`config.mk`:
```
export PLATFORM = sky130hd
export DESIGN_NAME = p2g_ctrl
export DESIGN_NICKNAME = d
export VERILOG_FILES = /design/src/hdl/p2g_pkg.sv /design/src/hdl/p2g_ctrl.sv
export SDC_FILE = /design/constraint.sdc
export NUM_CORES = 1
export LEC_CHECK = 0
export BUFFER_PORTS_ARGS = -buffer_cell sky130_fd_sc_hd__buf_2
export CAP_MARGIN = 25
export CELL_PAD_IN_SITES_DETAIL_PLACEMENT = 0
export CELL_PAD_IN_SITES_GLOBAL_PLACEMENT = 1
export CORE_MARGIN = 2
export CORE_UTILIZATION = 35
export DETAILED_ROUTE_END_ITERATION = 12
export PLACE_DENSITY = 0.82
export RECOVER_POWER = 50
export REMOVE_ABC_BUFFERS = 1
export SLEW_MARGIN = 20
export SYNTH_ARGS = -nofsm -noshare
export SYNTH_HDL_FRONTEND = slang
export SYNTH_SLANG_ARGS = --single-unit
```
`constraint.sdc`:
```
create_clock -name clk -period 1.85 [get_ports clk]
set_clock_uncertainty 0.15 [all_clocks]
set_input_delay 0.185 -clock clk [delete_from_list [all_inputs] [get_ports clk]]
set_output_delay 0.185 -clock clk [all_outputs]
set_load 0.02 [all_outputs]
```
`src/hdl/p2g_pkg.sv`:
```
`timescale 1ns / 1ps
// ----------------------------------------------------------------------------
// p2g_pkg
// Shared types and constants of the particle-to-grid scatter block.
// ----------------------------------------------------------------------------
package p2g_pkg;

	// grid and material geometry
	localparam int GRID_X    = 64;
	localparam int GRID_Y    = 64;
	localparam int MATERIALS = 4;
	localparam int NODES     = GRID_X * GRID_Y;
	localparam int NODE_W    = $clog2(NODES);

	// configuration port
	localparam int MASS_REGS = 4;
	localparam int CFG_IDX_W = 2;
	localparam int CFG_W     = 16;
	localparam logic [CFG_W-1:0] MASS_RESET = 16'd256;

	// command codes
	localparam logic [1:0] CMD_CLEAR   = 2'd0;
	localparam logic [1:0] CMD_SCATTER = 2'd1;
	localparam logic [1:0] CMD_READ    = 2'd2;
	localparam logic [1:0] CMD_UNUSED  = 2'd3;

	// result status codes
	localparam logic ST_DONE    = 1'b0;
	localparam logic ST_DROPPED = 1'b1;

	typedef logic [NODE_W-1:0] node_addr_t;

	typedef struct packed {
		logic [1:0]         cmd;
		logic [15:0]        pos_x;
		logic [15:0]        pos_y;
		logic signed [15:0] vel_x;
		logic signed [15:0] vel_y;
		logic [1:0]         material;
		logic [5:0]         node_x;
		logic [5:0]         node_y;
	} in_item_t;

	typedef struct packed {
		logic               status;
		logic               node_active;
		logic [47:0]        node_mass;
		logic [47:0]        node_density;
		logic signed [47:0] node_momentum_x;
		logic signed [47:0] node_momentum_y;
		logic signed [31:0] node_grad_x;
		logic signed [31:0] node_grad_y;
	} out_item_t;

	// one grid node as stored in the accumulator memory
	typedef struct packed {
		logic [47:0]                   mass;
		logic [47:0]                   density;
		logic [47:0]                   mom_x;
		logic [47:0]                   mom_y;
		logic [MATERIALS-1:0][31:0]    grad_x;
		logic [MATERIALS-1:0][31:0]    grad_y;
	} node_row_t;

	// controller to datapath
	typedef struct packed {
		logic       load;
		logic       issue;
		logic [1:0] ix;
		logic [1:0] jy;
		logic       sweep_we;
		node_addr_t sweep_addr;
		logic       out_load;
		logic       out_read;
		logic       out_status;
	} ctrl_cmd_t;

	// datapath to controller
	typedef struct packed {
		logic drop;
		logic busy;
	} dp_status_t;

endpackage

```
`src/hdl/p2g_ctrl.sv`:
```
`timescale 1ns / 1ps
// ----------------------------------------------------------------------------
// p2g_ctrl
// Command sequencer: clear sweep, stencil issue, drain, read, result handoff.
// ----------------------------------------------------------------------------
module p2g_ctrl (
	input  logic                clk,
	input  logic                arst_n,
	input  logic                req_valid,
	output logic                req_ready,
	input  logic [1:0]          req_cmd,
	output logic                rsp_valid,
	input  logic                rsp_ready,
	input  p2g_pkg::dp_status_t st,
	output p2g_pkg::ctrl_cmd_t  cmd
);

	localparam logic [2:0] S_SWEEP  = 3'd0;
	localparam logic [2:0] S_IDLE   = 3'd1;
	localparam logic [2:0] S_SETUP  = 3'd2;
	localparam logic [2:0] S_ISSUE  = 3'd3;
	localparam logic [2:0] S_DRAIN  = 3'd4;
	localparam logic [2:0] S_RDADDR = 3'd5;
	localparam logic [2:0] S_FINISH = 3'd6;

	logic [2:0]          state_q;
	logic [1:0]          i_q, j_q;
	p2g_pkg::node_addr_t sweep_q;
	logic                reply_q, res_read_q, res_status_q, out_valid_q;
	logic                accept, out_free;

	assign req_ready = (state_q == S_IDLE);
	assign accept    = req_valid && req_ready;
	assign out_free  = !out_valid_q || rsp_ready;
	assign rsp_valid = out_valid_q;

	// commands to the datapath
	always_comb begin
		cmd            = '0;
		cmd.load       = accept;
		cmd.issue      = (state_q == S_ISSUE);
		cmd.ix         = i_q;
		cmd.jy         = j_q;
		cmd.sweep_we   = (state_q == S_SWEEP);
		cmd.sweep_addr = sweep_q;
		cmd.out_load   = (state_q == S_FINISH) && out_free;
		cmd.out_read   = res_read_q;
		cmd.out_status = res_status_q;
	end

	// state machine
	always_ff @(posedge clk or negedge arst_n) begin
		if (!arst_n) begin
			state_q      <= S_SWEEP;
			sweep_q      <= '0;
			reply_q      <= 1'b0;
			i_q          <= '0;
			j_q          <= '0;
			res_read_q   <= 1'b0;
			res_status_q <= p2g_pkg::ST_DONE;
		end else begin
			case (state_q)
				S_SWEEP: begin
					sweep_q <= sweep_q + 1'b1;
					if (sweep_q == p2g_pkg::node_addr_t'(p2g_pkg::NODES - 1)) begin
						state_q <= reply_q ? S_FINISH : S_IDLE;
					end
				end
				S_IDLE: begin
					if (accept) begin
						res_read_q   <= (req_cmd == p2g_pkg::CMD_READ);
						res_status_q <= p2g_pkg::ST_DONE;
						case (req_cmd)
							p2g_pkg::CMD_CLEAR: begin
								sweep_q <= '0;
								reply_q <= 1'b1;
								state_q <= S_SWEEP;
							end
							p2g_pkg::CMD_SCATTER: state_q <= S_SETUP;
							p2g_pkg::CMD_READ: state_q <= S_RDADDR;
							default: state_q <= S_FINISH;
						endcase
					end
				end
				S_SETUP: begin
					i_q <= '0;
					j_q <= '0;
					if (st.drop) begin
						res_status_q <= p2g_pkg::ST_DROPPED;
						state_q      <= S_FINISH;
					end else begin
						state_q <= S_ISSUE;
					end
				end
				S_ISSUE: begin
					if (j_q == 2'd2) begin
						j_q <= '0;
						i_q <= i_q + 1'b1;
						if (i_q == 2'd2) begin
							state_q <= S_DRAIN;
						end
					end else begin
						j_q <= j_q + 1'b1;
					end
				end
				S_DRAIN: begin
					if (!st.busy) begin
						state_q <= S_FINISH;
					end
				end
				S_RDADDR: state_q <= S_FINISH;
				S_FINISH: begin
					if (out_free) begin
						state_q <= S_IDLE;
					end
				end
				default: state_q <= S_IDLE;
			endcase
		end
	end

	// result valid
	always_ff @(posedge clk or negedge arst_n) begin
		if (!arst_n) begin
			out_valid_q <= 1'b0;
		end else if (cmd.out_load) begin
			out_valid_q <= 1'b1;
		end else if (rsp_ready) begin
			out_valid_q <= 1'b0;
		end
	end

`ifndef SYNTH
	a_idle_drained: assert property (@(posedge clk) disable iff (!arst_n)
		(state_q == S_IDLE) |-> !st.busy)
		else $error("pipeline busy while idle");

	a_accept_leaves_idle: assert property (@(posedge clk) disable iff (!arst_n)
		accept |=> (state_q != S_IDLE))
		else $error("accepted transaction did not start");

	a_result_held: assert property (@(posedge clk) disable iff (!arst_n)
		(out_valid_q && !rsp_ready) |=> out_valid_q)
		else $error("result dropped before taken");

	a_no_issue_in_sweep: assert property (@(posedge clk) disable iff (!arst_n)
		cmd.sweep_we |-> (!cmd.issue && !st.busy))
		else $error("stencil write during clear sweep");
`endif

endmodule

```
==> metrics.txt <==
post-synthesis cell count around 140; Via Count between 1000 and 1500; Tcrit/Tclk final 0.949; Layout Cell Area excl Fill 1830 sq um; Yosys warnings 0; Compound-Gate Fraction of Synth Area 0.211; Leakage Power 0.830 nW; Worst Reg-to-Reg Cells 6; CTS tree built; WP buf/inv 2; vias in the first global route 1224; asr flop ratio synth 1.00; drt pass-1 iters 4; die area 4310 sq um; Synth Area in XOR/XNOR 0.0132; root buffer cell clkbuf_8; Final Wtd Congestion between 0.9 and 1; GRT Util Overall 0.165; Seq/Total Area, Yosys 0.433; simple-gate portion of the synthesized area 0.234; sw frac 0.434; H-tree depth 1; Worst Hold End res_status_q$_DFFE_PN0P_; Initial Util 0.363; clk buf depth 2; flop2flop setup slack roughly 100 ps; combinational share of power 0.581; share of cells above drive strength 1 0.391; hold crit path type input port to flop; maxcap violations 0; first-pass GRT wire length between 5000 and 6000 um; CP startpoint state_q[2]$_DFFE_PN0P_; dominant synthesized flop cell dfrtp_1; Yosys cell types 42; clock latency on the worst-skew pair 270 ps; Post-synth EDFFs 0; core area roughly 3700 sq um; final setup fails 0; FF-to-FF Start sweep_q[1]$_DFFE_PN0P_; critical path's top delay family flip-flops; Worst-Margin Slew ~570 ps; Slew HR 0.618; Seq pwr share 0.310; Slew Viols, Final 0; total CTS buffers 3; switching power of the nets roughly 1.3 mW; Hold Vio Cnt, Final 0; Final HPWL DP around 2400 um; critical path endpoint category primary output; leading area contributor after synthesis dfrtp_1; mux cell area share after synthesis 0.0245; total clock sinks 23; WL/cell 13.1 um; post-layout util 0.499; DRC violations left 0; worst hold start st[1]; placed inst area between 1500 and 2000 sq um; crit path cell chain nor2_2 > buf_4 > and3_2 > buf_2; grt total ovfl 0; largest cells by area after synthesis dfrtp_1 (43%), o21ai_0 (4.9%), a21oi_1 (3.4%), nand2_1 (2.8%), o31ai_1 (2.8%); Post-Route WL roughly 3300 um; Die H around 66 um; status finished clean; worst-path maximum fanout 6; largest net degree at the start of global routing 24; Slowest Stage Delay on Critical Path between 400 and 500 ps; Clk pwr share 0.109; Int Power ~1.7 mW; Synth Register Bits 23; pwr/cell area ~1600 nW/um^2; # diodes 0; Critical R2R Capture state_q[0]$_DFFE_PN0P_; Ports 32; peak supply drop 0.796 mV; adder-cell share of the synthesized area 0.0188; category of the most critical setup path flop to primary output; WP data arrival 1420 ps; crit path launch type flop; Post-Syn Area per Cell about 9.2 sq um; Slowest cell on crit path dfrtp_2; chip width approximately 66 um; Via density between 5 and 6; number of routed nets with antenna violations 0; filler instances roughly 340; clock-pin slew on the worst setup and hold paths ~80 ps; final worst path period need 1760 ps; largest family of logic cells by synthesized area simple AND/OR/NAND/NOR gates; Yosys top cell area share 0.433; Layout Area Growth over Synthesis 37.4%; Iter 0 DRT Violations 86; Hold Path Stages 3; Final TNS setup 0 ps; fin nets approximately 210; CP required ~1500 ps; num rows 22; initial antenna violation count 0; Post-Syn Area between 1000 and 1500 sq um; IO Port Bufs 31; fmax 569 MHz
==> per-layer routing <==
layer  vias to the layer above  global-route usage  wire length, um
li1                        651                   -                -
met1                       608               0.212             1520
met2                        35               0.269             1570
met3                         4              0.0240              124
met4                         0              0.0859               55
met5                         -                   0                0
==> area by class of cell <==
| class | count | area (sq um) | area share |
|---|---|---|---|
| clock buffer | 3 | 41.3 | 0.0226 |
| clock inverter | 1 | 7.51 | 0.00411 |
| inverter | 9 | 35.0 | 0.0192 |
| multi-input combinational | 104 | 714 | 0.391 |
| sequential | 23 | 578 | 0.317 |
| tap | 48 | 60.1 | 0.0329 |
| timing repair buffer | 62 | 389 | 0.213 |
==> flip-flops by register name (all words and copies together) (netlist names) <==
register	cells
i_q	2
state_q	3
res_status_q	1
j_q	2
res_read_q	1
sweep_q	12
rsp_valid	1
reply_q	1
==> metrics by stage <==
stage | cells | power, mW | worst slack [ps] | hold WS (ps)
4_1_cts | 245 | 2.91 | 6.58 | 52.4
5_1_grt | 250 | 3.26 | -8.91 | 65.4
2_1_floorplan | 136 | 1.85 | -280 | -261
6_report | 250 | 3.00 | 94.0 | 49.4
3_3_place_gp | 239 | 2.51 | 23.5 | 41.4
3_5_place_dp | 239 | 2.55 | -27.9 | 47.3
==> worst reg2reg max path, cell delays in order (launching register included) <==
cell and delay, ps:
dfrtp_1 360, ha_2 190, nand4_1 170, o41ai_2 330, buf_4 190, a21boi_0 150
mux2_2 160
==> power groups by stage <==
stage,Sequential (mW),Clock (mW),Combinational (mW)
after floorplan,1.19,0,0.657
after global placement,0.910,0,1.60
after detailed placement,0.925,0,1.62
after CTS,0.917,0.342,1.65
after global routing,0.966,0.363,1.93
final,0.930,0.326,1.74
==> worst max path at each step <==
stage | to | cells past startpoint
4_1_cts | sweep_q[10]$_DFFE_PN0P_ | 5
5_1_grt | state_q[2]$_DFFE_PN0P_ | 6
6_report | cmd[21] | 4
3_5_place_dp | sweep_q[9]$_DFFE_PN0P_ | 5
3_3_place_gp | state_q[0]$_DFFE_PN0P_ | 6
2_1_floorplan | state_q[0]$_DFFE_PN0P_ | 4
==> logic make-up after synthesis <==
family,Yosys count
adders and majority gates,2
and+or+nand+nor,54
DFF,23
buffers and inverters,17
muxes,3
xor gates and xnor gates,2
AOI/OAI and AO/OA,43
==> timing repair <==
item / in CTS / in global routing
hold endpoints to repair: 24 / 0
resized for setup: 3 / 9
hold buffers: 2 / 0
pin swaps: 0 / 6
cloned: 0 / 0
endpoints found under the setup margin: 3 / 12
setup buffers: 0 / 5
==> synthesized netlist by cell type (2+ instances only) <==
cell type	count
inv_1	8
nor3_1	2
nand2_1	10
nand3_1	7
xnor2_1	2
nand2b_1	4
nor2b_1	4
mux2_2	2
o21ai_0	13
a22o_1	4
a21oi_1	9
buf_4	4
nor2_1	7
nand4_1	2
or4_1	5
dfrtp_1	23
clkbuf_1	3
ha_1	2
o31ai_1	5
or3_1	3
a211oi_1	3
nor3b_1	2
==> placed cells by master, fill, tap and decap left out, drive strengths merged, types with 3 or more instances in the layout <==
cell / n
o31ai: 5
or3: 3
nand3: 7
a22o: 4
dfrtp: 23
nand2: 10
nor2b: 4
a211oi: 3
or4: 5
o21ai: 13
nor2: 8
a21oi: 9
buf: 56
nor3: 3
inv: 8
clkbuf: 7
nand2b: 4
No activity file was read; power rests on OpenSTA's default activity.
